===== src/hw/rtl/atrpv_pkg.sv =====
package atrpv_pkg;

  localparam int BC_W         = 6;
  localparam int MAX_ATR_LEN  = 34;
  localparam int QUEUE_DEPTH  = 2;

  localparam logic [7:0] TS_DIRECT    = 8'h3B;
  localparam logic [7:0] TS_INVERSE   = 8'h3F;
  localparam logic [7:0] TA1_DEFAULT  = 8'h11;
  localparam logic [7:0] TC2_DEFAULT  = 8'h0A;
  localparam logic [7:0] TB3_DEFAULT  = 8'hFF;
  localparam logic [7:0] TC2_ONE      = 8'h01;
  localparam logic [7:0] TC2_TEN      = 8'h0A;
  localparam logic [7:0] TC2_TWENTY   = 8'h14;
  localparam logic [7:0] TC1_T1_MAX   = 8'h1E;
  localparam logic [7:0] TC1_NONE     = 8'hFF;
  localparam logic [7:0] TA3_MAX      = 8'hFF;
  localparam logic [7:0] TA3_MIN_BAD  = 8'h0F;

  typedef enum logic [3:0] {
    ST_OK         = 4'd0,
    ST_BAD_TS     = 4'd1,
    ST_TOO_LONG   = 4'd2,
    ST_BAD_TA1    = 4'd3,
    ST_BAD_TB1    = 4'd4,
    ST_BAD_TD1    = 4'd5,
    ST_BAD_TA2    = 4'd6,
    ST_BAD_TC2    = 4'd7,
    ST_BAD_TD2    = 4'd8,
    ST_BAD_TA3    = 4'd9,
    ST_BAD_TB3    = 4'd10,
    ST_BAD_TC3    = 4'd11,
    ST_BAD_TCK    = 4'd12,
    ST_INCOMPLETE = 4'd13
  } status_t;

  typedef enum logic [1:0] {
    KIND_TA = 2'd0,
    KIND_TB = 2'd1,
    KIND_TC = 2'd2,
    KIND_TD = 2'd3
  } kind_t;

  localparam logic [1:0] GRP_1 = 2'd0;
  localparam logic [1:0] GRP_2 = 2'd1;
  localparam logic [1:0] GRP_3 = 2'd2;

  typedef struct packed {
    status_t    status;
    logic [7:0] ta1;
    logic       ta2_seen;
    logic       ta2_bit4;
    logic [7:0] tc1;
    logic [7:0] tc2;
    logic [7:0] tb3;
    logic [7:0] td1;
    logic       td1_seen;
    logic [7:0] tck;
  } job_t;

endpackage


===== src/hw/rtl/atrpv_front.sv =====
module atrpv_front #(
  parameter int MAX_ATR_LEN = atrpv_pkg::MAX_ATR_LEN
) (
  input  logic             clk,
  input  logic             rst_n,
  input  logic             cold_reset,
  input  logic             byte_acc,
  input  logic [7:0]       atr_byte,
  input  logic             last_byte,
  output logic             job_push,
  output atrpv_pkg::job_t  job
);
  import atrpv_pkg::*;

  logic [BC_W-1:0] bc_r, bc_nxt;
  logic            over_r, over_nxt;
  logic [1:0]      gi_r, gi_nxt;
  logic [3:0]      pend_r, pend_nxt;
  logic            more_r, more_nxt;
  logic [7:0]      tck_r, tck_nxt;
  logic [7:0]      ta1_r, ta1_nxt;
  logic            ta2_seen_r, ta2_seen_nxt;
  logic            ta2_bit4_r, ta2_bit4_nxt;
  logic [7:0]      tc1_r, tc1_nxt;
  logic [7:0]      tc2_r, tc2_nxt;
  logic [7:0]      tb3_r, tb3_nxt;
  logic [7:0]      td1_r, td1_nxt;
  logic            td1_seen_r, td1_seen_nxt;
  status_t         fe_r, fe_nxt;

  kind_t           kind;
  logic [3:0]      pend_clr;
  logic [3:0]      lo;

  always_comb begin
    if (pend_r[0]) begin
      kind = KIND_TA;
    end else if (pend_r[1]) begin
      kind = KIND_TB;
    end else if (pend_r[2]) begin
      kind = KIND_TC;
    end else begin
      kind = KIND_TD;
    end
  end

  assign lo       = atr_byte[3:0];
  assign pend_clr = pend_r & ~(4'b0001 << kind);

  always_comb begin
    bc_nxt       = bc_r;
    over_nxt     = over_r;
    gi_nxt       = gi_r;
    pend_nxt     = pend_r;
    more_nxt     = more_r;
    tck_nxt      = tck_r;
    ta1_nxt      = ta1_r;
    ta2_seen_nxt = ta2_seen_r;
    ta2_bit4_nxt = ta2_bit4_r;
    tc1_nxt      = tc1_r;
    tc2_nxt      = tc2_r;
    tb3_nxt      = tb3_r;
    td1_nxt      = td1_r;
    td1_seen_nxt = td1_seen_r;
    fe_nxt       = fe_r;
    if (byte_acc) begin
      if (bc_r == '0) begin
        if (atr_byte != TS_DIRECT && atr_byte != TS_INVERSE) begin
          fe_nxt = ST_BAD_TS;
        end else begin
          more_nxt = 1'b1;
        end
      end else begin
        tck_nxt = tck_r ^ atr_byte;
        if (fe_r == ST_OK && more_r) begin
          if (bc_r == BC_W'(1)) begin
            pend_nxt = atr_byte[7:4];
            gi_nxt   = GRP_1;
            more_nxt = |atr_byte[7:4];
          end else begin
            pend_nxt = pend_clr;
            case (gi_r)
              GRP_1: begin
                case (kind)
                  KIND_TA: ta1_nxt = atr_byte;
                  KIND_TB: begin
                    if (cold_reset && atr_byte != 8'd0) fe_nxt = ST_BAD_TB1;
                  end
                  KIND_TC: tc1_nxt = atr_byte;
                  default: begin
                    td1_seen_nxt = 1'b1;
                    td1_nxt      = atr_byte;
                    if (lo > 4'd1) fe_nxt = ST_BAD_TD1;
                  end
                endcase
              end
              GRP_2: begin
                case (kind)
                  KIND_TA: begin
                    ta2_seen_nxt = 1'b1;
                    ta2_bit4_nxt = atr_byte[4];
                  end
                  KIND_TB: ;
                  KIND_TC: begin
                    if (atr_byte != TC2_ONE && atr_byte != TC2_TEN &&
                        atr_byte != TC2_TWENTY) begin
                      fe_nxt = ST_BAD_TC2;
                    end else begin
                      tc2_nxt = atr_byte;
                    end
                  end
                  default: begin
                    if (lo != 4'd1 &&
                        !((lo == 4'hE || lo == 4'hF) && td1_seen_r && td1_r[3:0] == 4'd0)) begin
                      fe_nxt = ST_BAD_TD2;
                    end
                  end
                endcase
              end
              default: begin
                case (kind)
                  KIND_TA: begin
                    if (atr_byte == TA3_MAX || atr_byte <= TA3_MIN_BAD) fe_nxt = ST_BAD_TA3;
                  end
                  KIND_TB: tb3_nxt = atr_byte;
                  KIND_TC: begin
                    if (atr_byte != 8'd0) fe_nxt = ST_BAD_TC3;
                  end
                  default: ;
                endcase
              end
            endcase
            if (kind == KIND_TD && gi_r < GRP_3) begin
              pend_nxt = atr_byte[7:4];
              gi_nxt   = gi_r + 2'd1;
              more_nxt = |atr_byte[7:4];
            end else if (pend_clr == 4'd0) begin
              more_nxt = 1'b0;
            end
          end
        end
      end
      if (&bc_r) begin
        over_nxt = 1'b1;
      end else begin
        bc_nxt = bc_r + BC_W'(1);
      end
    end

    job.ta1      = ta1_nxt;
    job.ta2_seen = ta2_seen_nxt;
    job.ta2_bit4 = ta2_bit4_nxt;
    job.tc1      = tc1_nxt;
    job.tc2      = tc2_nxt;
    job.tb3      = tb3_nxt;
    job.td1      = td1_nxt;
    job.td1_seen = td1_seen_nxt;
    job.tck      = tck_nxt;
    if (over_nxt || bc_nxt > BC_W'(MAX_ATR_LEN)) begin
      job.status = ST_TOO_LONG;
    end else if (fe_nxt != ST_OK) begin
      job.status = fe_nxt;
    end else if (more_nxt) begin
      job.status = ST_INCOMPLETE;
    end else begin
      job.status = ST_OK;
    end
  end

  assign job_push = byte_acc && last_byte;

  always_ff @(posedge clk) begin
    if (!rst_n || job_push) begin
      bc_r       <= '0;
      over_r     <= 1'b0;
      gi_r       <= GRP_1;
      pend_r     <= 4'd0;
      more_r     <= 1'b0;
      tck_r      <= 8'd0;
      ta1_r      <= TA1_DEFAULT;
      ta2_seen_r <= 1'b0;
      ta2_bit4_r <= 1'b0;
      tc1_r      <= 8'd0;
      tc2_r      <= TC2_DEFAULT;
      tb3_r      <= TB3_DEFAULT;
      td1_r      <= 8'd0;
      td1_seen_r <= 1'b0;
      fe_r       <= ST_OK;
    end else begin
      bc_r       <= bc_nxt;
      over_r     <= over_nxt;
      gi_r       <= gi_nxt;
      pend_r     <= pend_nxt;
      more_r     <= more_nxt;
      tck_r      <= tck_nxt;
      ta1_r      <= ta1_nxt;
      ta2_seen_r <= ta2_seen_nxt;
      ta2_bit4_r <= ta2_bit4_nxt;
      tc1_r      <= tc1_nxt;
      tc2_r      <= tc2_nxt;
      tb3_r      <= tb3_nxt;
      td1_r      <= td1_nxt;
      td1_seen_r <= td1_seen_nxt;
      fe_r       <= fe_nxt;
    end
  end

endmodule


===== src/hw/rtl/atrpv_queue.sv =====
module atrpv_queue (
  input  logic             clk,
  input  logic             rst_n,
  input  logic             push,
  input  atrpv_pkg::job_t  push_job,
  output logic             full,
  input  logic             pop,
  output logic             head_valid,
  output atrpv_pkg::job_t  head_job
);
  import atrpv_pkg::*;

  localparam int PW = $clog2(QUEUE_DEPTH);
  localparam int CW = $clog2(QUEUE_DEPTH + 1);

  job_t          mem_r [QUEUE_DEPTH];
  logic [PW-1:0] wr_ptr_r, wr_ptr_nxt;
  logic [PW-1:0] rd_ptr_r, rd_ptr_nxt;
  logic [CW-1:0] cnt_r, cnt_nxt;
  logic          do_push;
  logic          do_pop;

  assign full       = cnt_r == CW'(QUEUE_DEPTH);
  assign head_valid = cnt_r != '0;
  assign head_job   = mem_r[rd_ptr_r];
  assign do_push    = push && !full;
  assign do_pop     = pop && head_valid;

  always_comb begin
    wr_ptr_nxt = wr_ptr_r;
    rd_ptr_nxt = rd_ptr_r;
    cnt_nxt    = cnt_r;
    if (do_push) begin
      wr_ptr_nxt = (wr_ptr_r == PW'(QUEUE_DEPTH - 1)) ? '0 : wr_ptr_r + PW'(1);
    end
    if (do_pop) begin
      rd_ptr_nxt = (rd_ptr_r == PW'(QUEUE_DEPTH - 1)) ? '0 : rd_ptr_r + PW'(1);
    end
    if (do_push && !do_pop) begin
      cnt_nxt = cnt_r + CW'(1);
    end else if (do_pop && !do_push) begin
      cnt_nxt = cnt_r - CW'(1);
    end
  end

  always_ff @(posedge clk) begin
    if (!rst_n) begin
      wr_ptr_r <= '0;
      rd_ptr_r <= '0;
      cnt_r    <= '0;
    end else begin
      wr_ptr_r <= wr_ptr_nxt;
      rd_ptr_r <= rd_ptr_nxt;
      cnt_r    <= cnt_nxt;
    end
  end

  always_ff @(posedge clk) begin
    if (do_push) begin
      mem_r[wr_ptr_r] <= push_job;
    end
  end

endmodule


===== src/hw/rtl/atrpv_back.sv =====
module atrpv_back (
  input  logic             clk,
  input  logic             rst_n,
  input  logic             job_valid,
  input  atrpv_pkg::job_t  job,
  output logic             job_pop,
  output logic             out_tvalid,
  input  logic             out_tready,
  output logic [63:0]      out_tdata
);
  import atrpv_pkg::*;

  status_t     st;
  logic [1:0]  dsh;
  logic        ta1_ok;
  logic        prot;
  logic [3:0]  cwi;
  logic [3:0]  bwi;
  logic [8:0]  cw_lim;
  logic [17:0] tc2_scaled;
  logic [17:0] wwt;
  logic [16:0] bwt;
  logic [5:0]  cwt;
  logic [3:0]  di;

  logic        valid_r;
  status_t     st_r;
  logic        prot_r;
  logic [3:0]  fi_r;
  logic [3:0]  di_r;
  logic [7:0]  gt_r;
  logic [17:0] wwt_r;
  logic [5:0]  cwt_r;
  logic [16:0] bwt_r;

  always_comb begin
    ta1_ok = 1'b1;
    case (job.ta1[3:0])
      4'd1:       dsh = 2'd0;
      4'd2:       dsh = 2'd1;
      4'd3, 4'd4: dsh = 2'd2;
      4'd8:       dsh = 2'd3;
      default: begin
        dsh    = 2'd0;
        ta1_ok = 1'b0;
      end
    endcase
  end

  assign prot   = job.td1_seen && job.td1[0];
  assign cwi    = job.tb3[3:0];
  assign bwi    = job.tb3[7:4];
  assign cw_lim = (9'd1 << cwi) + 9'd11;

  always_comb begin
    st = job.status;
    if (st == ST_OK) begin
      if (job.td1_seen && (job.td1[3:0] != 4'd0 || job.td1[7]) && job.tck != 8'd0) begin
        st = ST_BAD_TCK;
      end else if (!ta1_ok) begin
        st = ST_BAD_TA1;
      end else if (job.ta2_seen && job.ta2_bit4) begin
        st = ST_BAD_TA2;
      end else if (prot) begin
        if (cwi > 4'd5 || bwi > 4'd4) begin
          st = ST_BAD_TB3;
        end else if (job.tc1 == 8'd0 && job.tb3 == 8'd0) begin
          st = ST_BAD_TB3;
        end else if (job.tc1 > TC1_T1_MAX && job.tc1 != TC1_NONE) begin
          st = ST_BAD_TB3;
        end else if (job.tc1 != TC1_NONE && cw_lim <= {1'b0, job.tc1} + 9'd1) begin
          st = ST_BAD_TB3;
        end
      end
    end
  end

  assign di         = job.ta2_seen ? (4'd1 << dsh) : 4'd1;
  assign tc2_scaled = 18'(job.tc2) * 18'd960 + 18'd480;
  assign wwt        = (job.ta2_seen ? (tc2_scaled << dsh) : tc2_scaled) + 18'd1;
  assign bwt        = (job.ta2_seen ? (((17'd960 << bwi) + 17'd960) << dsh)
                                    : ((17'd960 << bwi) + 17'd960)) + 17'd11;
  assign cwt        = (6'd1 << cwi) + 6'd15;

  assign job_pop = job_valid && (!valid_r || out_tready);

  always_ff @(posedge clk) begin
    if (!rst_n) begin
      valid_r <= 1'b0;
    end else if (job_pop) begin
      valid_r <= 1'b1;
    end else if (out_tready) begin
      valid_r <= 1'b0;
    end
  end

  always_ff @(posedge clk) begin
    if (job_pop) begin
      st_r <= st;
      if (st != ST_OK) begin
        prot_r <= 1'b0;
        fi_r   <= 4'd0;
        di_r   <= 4'd1;
        gt_r   <= 8'd0;
        wwt_r  <= 18'd0;
        cwt_r  <= 6'd0;
        bwt_r  <= 17'd0;
      end else begin
        prot_r <= prot;
        fi_r   <= job.ta1[7:4];
        di_r   <= di;
        gt_r   <= job.tc1;
        wwt_r  <= wwt;
        cwt_r  <= prot ? cwt : 6'd0;
        bwt_r  <= prot ? bwt : 17'd0;
      end
    end
  end

  assign out_tvalid = valid_r;
  assign out_tdata  = {2'b00, bwt_r, cwt_r, wwt_r, gt_r, di_r, fi_r, prot_r, st_r};

endmodule


===== src/hw/rtl/atr_parse_and_validate_unit.sv =====
// Channel  | Ports                                 | Contents
// in_      | in_tvalid/in_tready/in_tdata/in_tlast | one ATR byte, in_tlast on the last one
// out_     | out_tvalid/out_tready/out_tdata       | one result per ATR, sent after its final byte
// cfg_     | cfg_wr_en/cfg_wr_data                 | cold_reset flag
//
// Bytes are parsed as they are accepted, one byte per cycle unless the queue is full.
// The result enters the job queue with the final byte, then the output register.
// A two-entry job queue sits between parser and result stage, so in_tready drops only
// when the queue is full while the output is stalled.
// Reset is synchronous and active low; it clears the parser, the queue and the output.
module atr_parse_and_validate_unit #(
  parameter int MAX_ATR_LEN = atrpv_pkg::MAX_ATR_LEN
) (
  input  logic        clk,
  input  logic        rst_n,
  input  logic        cfg_wr_en,
  input  logic        cfg_wr_data,
  input  logic        in_tvalid,
  output logic        in_tready,
  input  logic [7:0]  in_tdata,   // [7:0] atr_byte
  input  logic        in_tlast,
  output logic        out_tvalid,
  input  logic        out_tready,
  output logic [63:0] out_tdata   // [3:0] status, [4] protocol, [8:5] clock_rate_index,
                                  // [12:9] baud_divisor, [20:13] guard_time,
                                  // [38:21] work_wait_time, [44:39] char_wait_time,
                                  // [61:45] block_wait_time, [63:62] zero
);
  import atrpv_pkg::*;

  logic cold_reset_r;
  logic byte_acc;
  logic job_push;
  logic q_full;
  logic q_valid;
  logic q_pop;
  job_t push_job;
  job_t head_job;

  always_ff @(posedge clk) begin
    if (!rst_n) begin
      cold_reset_r <= 1'b1;
    end else if (cfg_wr_en) begin
      cold_reset_r <= cfg_wr_data;
    end
  end

  assign in_tready = !q_full;
  assign byte_acc  = in_tvalid && in_tready;

  atrpv_front #(
    .MAX_ATR_LEN(MAX_ATR_LEN)
  ) u_front (
    .clk       (clk),
    .rst_n     (rst_n),
    .cold_reset(cold_reset_r),
    .byte_acc  (byte_acc),
    .atr_byte  (in_tdata),
    .last_byte (in_tlast),
    .job_push  (job_push),
    .job       (push_job)
  );

  atrpv_queue u_queue (
    .clk       (clk),
    .rst_n     (rst_n),
    .push      (job_push),
    .push_job  (push_job),
    .full      (q_full),
    .pop       (q_pop),
    .head_valid(q_valid),
    .head_job  (head_job)
  );

  atrpv_back u_back (
    .clk       (clk),
    .rst_n     (rst_n),
    .job_valid (q_valid),
    .job       (head_job),
    .job_pop   (q_pop),
    .out_tvalid(out_tvalid),
    .out_tready(out_tready),
    .out_tdata (out_tdata)
  );

endmodule


===== config.mk =====
export PLATFORM = sky130hd
export DESIGN_NAME = atr_parse_and_validate_unit
export DESIGN_NICKNAME = d
export VERILOG_FILES = /design/src/hw/rtl/atrpv_pkg.sv /design/src/hw/rtl/atrpv_front.sv /design/src/hw/rtl/atrpv_queue.sv /design/src/hw/rtl/atrpv_back.sv /design/src/hw/rtl/atr_parse_and_validate_unit.sv
export SDC_FILE = /design/constraint.sdc
export NUM_CORES = 1
export LEC_CHECK = 0
export ABC_AREA = 1
export BUFFER_PORTS_ARGS = -buffer_cell sky130_fd_sc_hd__clkbuf_2
export CAP_MARGIN = 10
export CORE_MARGIN = 1.5
export CORE_UTILIZATION = 50
export DETAILED_ROUTE_END_ITERATION = 12
export GPL_TIMING_DRIVEN = 0
export PLACE_DENSITY = 0.66
export RECOVER_POWER = 25
export SETUP_SLACK_MARGIN = 0.02
export SLEW_MARGIN = 10
export SYNTH_ARGS = -nofsm -noshare
export SYNTH_HDL_FRONTEND = slang
export SYNTH_SLANG_ARGS = --single-unit

===== constraint.sdc =====
create_clock -name clk -period 6.35 [get_ports clk]
set_input_delay 0.635 -clock clk [delete_from_list [all_inputs] [get_ports clk]]
set_output_delay 0.635 -clock clk [all_outputs]
set_load 0.02 [all_outputs]

==> results.py, run 1 <==
metrics = {
    "clocking": {
        "insertion_delay_ns": 0.54,
        "cts_setup_buffers": 0,
        "cts.path.max_buffers": 3,
        "cts_tree": "built",
        "cts-resized-gates": 0,
        "cts_sinks": 230,
        "clockRootBuffer": "clkbuf_16",
        "clkTransAtPathRegs_ns": 0.06,
        "cts_buffers": 25,
        "htreeDepth": 1,
        "ctsHoldBuffers": 0,
    },
    "routing": {
        "detail-route-antenna-nets": 0,
        "wl_met1_mm": 11.7,
        "wl_met2_mm": 12.2,
        "dr.pass1.iters": 6,
        "wl_per_cell_um": 14.2,
        "avgViaCountPerCell": 5.02,
        "routed_wl_mm": 26.3,
        "drc": 0,
        "wl_met3_mm": 1.58,
        "first_iter_violations": 513,
        "num_vias": 9280,
        "top_layer": "met4",
    },
    "sta": {
        "fin_crit_sh_pct": 81.3,
        "tightestPinTransition_ns": 1.47,
        "finalSetupViolCount": 0,
        "fmax_mhz": 194,
        "setup-tns-final_ns": 0,
        "hold_ws_ns": 0.287,
        "slew_headroom_pct": 1.79,
        "finClkSkew_ns": 0.0214,
        "rsz0062_at_grt": "false",
        "setup_ws_ns": 1.19,
        "finalHoldViolCount": 0,
        "min_period_ns": 5.16,
        "drv_slew": 0,
    },
    "synthesis": {
        "ys.flop_type": "edfxtp_1",
        "synth_top_area_cell": "edfxtp_1",
        "synth_edf_count": 157,
        "syn_avg_cell_area_um2": 8.65,
        "async_reset_ff_share_pct": 0,
        "synth-seq-cells": 230,
        "synth_top_cell_area_share_pct": 38.9,
        "synth_cell_types": 49,
        "synth_area_leaders": "edfxtp_1 39%, dfxtp_1 12%, nand2_1 11%",
        "synth-compound-area-share_pct": 8.30,
        "synthesis.area_um2": 12100,
        "synth-simple-area-share_pct": 24.1,
        "synthXorXnorAreaFrac_pct": 1.30,
        "seq_area_frac_synth_pct": 51.0,
        "synthAdderAreaFrac_pct": 6.08,
        "syn_inst": 1400,
        "synth.most_common_cell": "nand2_1",
        "synthMuxAreaShare_pct": 0.579,
        "synth_top_family_by_area": "simple AND/OR/NAND/NOR gates",
        "synth_common_cells": "354 x nand2_1, 196 x inv_1, 157 x edfxtp_1",
        "yosysWarningCount": 0,
    },
    "layout": {
        "num-fill-cells": 2138,
        "stdcell_count": 1848,
        "area_growth_syn_to_layout_pct": 14.4,
        "n_antenna_cell": 0,
        "ff_latch_area_um2": 6180,
        "fin_nets": 1576,
        "multi_input_area_um2": 4930,
        "drive_above_1_share_pct": 10.4,
    },
    "pwr": {
        "powerDensity_nw_per_um2": 577,
        "p_leak_nw": 6.12,
        "ir_worst_vdd_mv": 0.460,
    },
    "worst_setup_path": {
        "cp_max_fo": 10,
        "required_ns": 6.63,
        "crit_path_cell_trace": "buf_4 > buf_6 > buf_4 > buf_2 > nand2_1 > o21ai_0 > inv_1 > fa_1 > inv_1 > fa_1 > inv_1 > fa_1 > inv_1 > o21ai_0 > nor2_1 > nand3_1 > nor2_1 > nand3_1 > nor2_1 > nand2_1 > nand2_1 > a21oi_1 > a21oi_1 > nor2_1",
        "r2r_cells": 24,
        "cp_slowest_cell": "fa_1",
        "path_class": "register to register",
        "critPathLaunchType": "register",
        "max_stage_delay_ns": 0.57,
        "endpoint": "u_back.wwt_r[17]",
        "crit_path_end_kind": "register",
        "reg2reg_slack_ns": 1.19,
        "crit_arrival_ns": 5.44,
        "timing.rr.end": "u_back.wwt_r[17]",
    },
    "global_route": {
        "grt_pass1_vias": 8798,
        "track_usage_pct": 21.7,
        "grt_pass1_wl_mm": 42.6,
        "grt_overflow": 0,
        "grt_start_max_net_pins": 29,
        "antenna_found_initial": 0,
    },
    "placement": {
        "hpwl_mm": 19.6,
        "post-place-ws_ns": 1.13,
        "routabilityCongestion": 0.928,
        "place_inst": 1802,
        "port_buffers": 71,
    },
    "die": {
        "rows": 56,
        "io-pin-count": 81,
        "die_x_um": 159,
        "die_area_um2": 25200,
        "initial_core_util_pct": 51.3,
        "coreArea_um2": 23600,
        "die_height_um": 159,
    },
    "min_path": {
        "whs_path_depth": 2,
        "hp-class": "primary input to register",
    },
    "status": {
        "status": "complete, no violations",
    },
    "job": {
        "cap_violations": 0,
    },
}
sequential cells by signal, summed over array words and instances (netlist names), 4 cells and up, named ones only:
signal / count
u_back.bwt_r: 12
u_back.cwt_r: 6
u_back.di_r: 4
u_back.fi_r: 4
u_back.gt_r: 8
u_back.st_r: 4
u_back.wwt_r: 14
u_front.bc_r: 6
u_front.fe_r: 4
u_front.pend_r: 4
u_front.ta1_r: 8
u_front.tb3_r: 8
u_front.tc1_r: 8
u_front.tc2_r: 8
u_front.tck_r: 8
u_front.td1_r: 5
u_queue.mem_r: 104
how the worst min path moves through the flow:
stage	from	endpoint	slack, ns
floorplan	u_front.tc2_r[1]	u_front.tc2_r[1]	0.42
global placement	u_front.over_r	u_front.over_r	0.43
detailed placement	u_front.tc2_r[5]	u_front.tc2_r[5]	0.44
CTS	cfg_wr_en	cold_reset_r	0.27
global route	cfg_wr_en	cold_reset_r	0.29
finish	cfg_wr_en	cold_reset_r	0.29
cell families (layout without fill, tap and decap cells):
family | after synthesis | in the layout
multiplexers | 7 | 7
adder cells (fa/ha/maj) | 51 | 51
buffers and inverters | 249 | 370
other | 1 | 9
AND/OR/NAND/NOR | 662 | 662
XOR/XNOR | 18 | 18
flip-flops | 230 | 230
AO/OA/AOI/OAI | 182 | 182
placed cells by master (no fill, tap or decap), types with 4 or more instances in the layout:
cell type  synthesis  final
fa_1              13     13
o21ai_0           76     76
clkbuf_16          0     25
nor4_1             8      8
a211oi_1           4      4
nor2_2            10     10
nand3_1           48     48
o22ai_1            5      5
nand2_2           17     17
mux2i_1            7      7
or2_2             12     12
xor2_1            11     11
o21ai_1           12     12
clkinv_2           0      4
bufinv_16          0      8
a21oi_1           60     60
edfxtp_1         157    157
inv_1            196    197
nand4_1           18     18
nor2_4            12     14
buf_2              5      5
clkbuf_1          13     71
nor3_1            11     11
nor2_1           149    147
buf_6              6      6
ha_1              38     38
clkbuf_2           0     17
inv_2             11     10
dfxtp_1           73     73
conb_1             1      9
nand3b_1          16     16
buf_4             15     15
o211ai_1           6      6
nand2_1          354    354
xnor2_1            7      7
area by class of cell:
type	count	share of cell area [%]
Tap cell	319	2.88
Clock buffer	29	4.77
Multi-Input combinational cell	929	35.6
Clock inverter	17	2.23
Inverter	207	5.61
Timing Repair Buffer	75	2.42
Buffer	42	1.91
Sequential cell	230	44.6
where the power goes:
| part | switching, W | internal, W | leakage [nW] |
|---|---|---|---|
| Sequential | 0.0000711 | 0.00190 | 2.03 |
| Combinational | 0.00291 | 0.00143 | 3.62 |
| Clock | 0.000600 | 0.00108 | 0.473 |
layer usage:
layer,track usage (%),vias to the layer above
li1,-,4763
met1,28.2,4172
met2,36.8,276
met3,3.13,69
met4,7.92,0
met5,0,-
critical path, delay by kind of cell, from the launching register on:
| kind | cells | cell delay, ns |
|---|---|---|
| adders and majority gates | 3 | 1.56 |
| DFF | 1 | 0.46 |
| AOI/OAI and AO/OA | 4 | 0.54 |
| and+or+nand+nor | 9 | 1.01 |
| buffers and inverters | 8 | 1.33 |
through the flow:
| step | power [W] | area [um2] | utilization (%) |
|---|---|---|---|
| finish | 0.00800 | 13900 | 58.7 |
| CTS | 0.00810 | 14000 | 59.2 |
| detailed placement | 0.00641 | 13000 | 55.0 |
| global placement | 0.00633 | 12900 | 54.6 |
| floorplan | 0.00540 | 12100 | - |
| global route | 0.00872 | 13900 | 58.7 |
Power figures use the tool's default switching activity.
==> run 2, diff against run 1 <==
==> constraint.sdc (replaced) <==
create_clock -name clk -period 5.4 [get_ports clk]
set_input_delay 0.54 -clock clk [delete_from_list [all_inputs] [get_ports clk]]
set_output_delay 0.54 -clock clk [all_outputs]
set_load 0.02 [all_outputs]
==> run 2 against run 1 <==
Sequential cell count stayed put. Power is 18% higher. Count of clock-buffer cells in the layout stayed put. Sequential power is 18% higher. Worst hold slack worse by 0.095 ns. Fmax is 4.6% higher. Setup slack worse by 0.72 ns. Non-clock buffer count is 1 higher. Critical path type unchanged. Critical endpoint is now u_back.wwt_r[16]. Largest cell class unchanged. Highest routed layer unchanged.
==> results.py, run 2 (same netlist as run 1, synthesis figures left out) <==
metrics = {
    "status": {
        "status": "complete, no violations",
    },
    "pwr": {
        "ir_worst_vdd_mv": 0.542,
        "powerDensity_nw_per_um2": 679,
        "p_leak_nw": 6.13,
        "power_w": 0.00942,
    },
    "min_path": {
        "hp-start": "cfg_wr_en",
        "hp-class": "primary input to register",
    },
    "layout": {
        "layout.cells.most_common_list": "354 x nand2_1, 197 x inv_1, 157 x edfxtp_1, 147 x nor2_1",
        "drive_above_1_share_pct": 10.6,
        "fin_nets": 1577,
        "stdcell_count": 1849,
        "regMostFlops": "u_queue.mem_r",
        "final_area_um2": 13900,
        "n_antenna_cell": 0,
        "reg_top3": "u_queue.mem_r x104, u_back.wwt_r x14, u_back.bwt_r x12",
        "fin_util_pct": 58.7,
        "largest_register_ffs": 104,
        "final_common_cell": "nand2_1",
        "area_growth_syn_to_layout_pct": 14.6,
    },
    "clocking": {
        "cts.path.max_buffers": 3,
        "clockRootBuffer": "clkbuf_16",
        "ctsHoldBuffers": 0,
        "cts_tree": "built",
        "htreeDepth": 1,
        "insertion_delay_ns": 0.54,
        "cts_buffers": 25,
        "clkTransAtPathRegs_ns": 0.06,
        "cts_sinks": 230,
    },
    "die": {
        "die_x_um": 159,
        "die_height_um": 159,
        "die_area_um2": 25200,
        "rows": 56,
        "io-pin-count": 81,
        "initial_core_util_pct": 51.3,
        "coreArea_um2": 23600,
    },
    "placement": {
        "hpwl_mm": 19.6,
        "routabilityCongestion": 0.928,
        "port_buffers": 71,
        "placed_area_um2": 13000,
        "place_inst": 1802,
    },
    "sta": {
        "finalHoldViolCount": 0,
        "finClkSkew_ns": 0.0211,
        "slew_headroom_pct": 1.79,
        "drv_slew": 0,
        "fmax_mhz": 203,
        "tightestPinTransition_ns": 1.47,
        "rsz0062_at_grt": "false",
        "fin_crit_sh_pct": 91.4,
        "finalSetupViolCount": 0,
        "min_period_ns": 4.93,
    },
    "global_route": {
        "grt_start_max_net_pins": 29,
        "grt_pass1_vias": 8798,
        "grt_overflow": 0,
        "grt_pass1_wl_mm": 42.6,
        "antenna_found_initial": 0,
        "track_usage_pct": 21.7,
    },
    "worst_setup_path": {
        "critPathLaunchType": "register",
        "crit_arrival_ns": 5.20,
        "required_ns": 5.67,
        "crit_path_end_kind": "register",
        "path_class": "register to register",
        "reg2reg_slack_ns": 0.47,
        "cp_max_fo": 10,
    },
    "routing": {
        "dr.pass1.iters": 5,
        "detail-route-antenna-nets": 0,
        "first_iter_violations": 546,
        "wl_per_cell_um": 14.2,
        "routed_wl_mm": 26.3,
        "drc": 0,
        "avgViaCountPerCell": 5.04,
        "num_vias": 9320,
    },
    "job": {
        "cap_violations": 0,
    },
}
## run 2: critical path: stages, from the launching register on
cell      delay, ns
dfxtp_2        0.40
buf_4          0.22
buf_6          0.18
buf_4          0.22
clkbuf_4       0.25
nand2_1        0.06
o21ai_1        0.22
inv_1          0.14
fa_1           0.55
inv_1          0.06
fa_1           0.50
inv_1          0.06
fa_1           0.49
inv_1          0.07
o21ai_0        0.12
nor2_1         0.13
nand3_1        0.12
nor2_1         0.14
nand3_1        0.16
nor2_1         0.12
nand2_1        0.06
nand2_1        0.14
o21ai_0        0.09
nor2_1         0.12
nor2_1         0.04
## run 2: final timing paths
check,end,cells past startpoint
min reg2reg,u_front.tc2_r[5],2
max reg2reg,u_back.wwt_r[16],24
min,cold_reset_r,2
max,u_back.wwt_r[16],24
## run 2: power breakdown
group / total [W] / internal [W] / switching (W)
logic: 0.00512 / 0.00170 / 0.00343
clock network: 0.00197 / 0.00127 / 0.000707
registers: 0.00232 / 0.00224 / 0.0000836
## run 2: final cells by class
type | count | area [um2]
inverter | 207 | 777
clock buffer | 29 | 661
buffer | 42 | 268
clock inverter | 17 | 309
fill | 2136 | 9740
tap | 319 | 399
sequential | 230 | 6180
multi-input combinational | 929 | 4930
timing repair buffer | 76 | 344
## run 2: metrics by stage
stage	hold slack (ns)	setup WS (ns)	TNS, ns
after floorplan	0.423	0.993	0
after global placement	0.434	-0.302	-0.392
after detailed placement	0.436	0.181	0
after CTS	0.175	0.153	0
after global routing	0.199	0.101	0
final	0.191	0.466	0
## run 2: timing repair
item                                    4_1_cts  5_1_grt
buffers inserted                              0        1
resized for setup                             0        6
endpoints found under the setup margin        0        6
## run 2: layer usage
metal  track usage, %  share of wire [%]
met5                0                  0
met4             7.92                3.5
met3             3.13                5.9
met2             36.8                 46
met1             28.2                 44
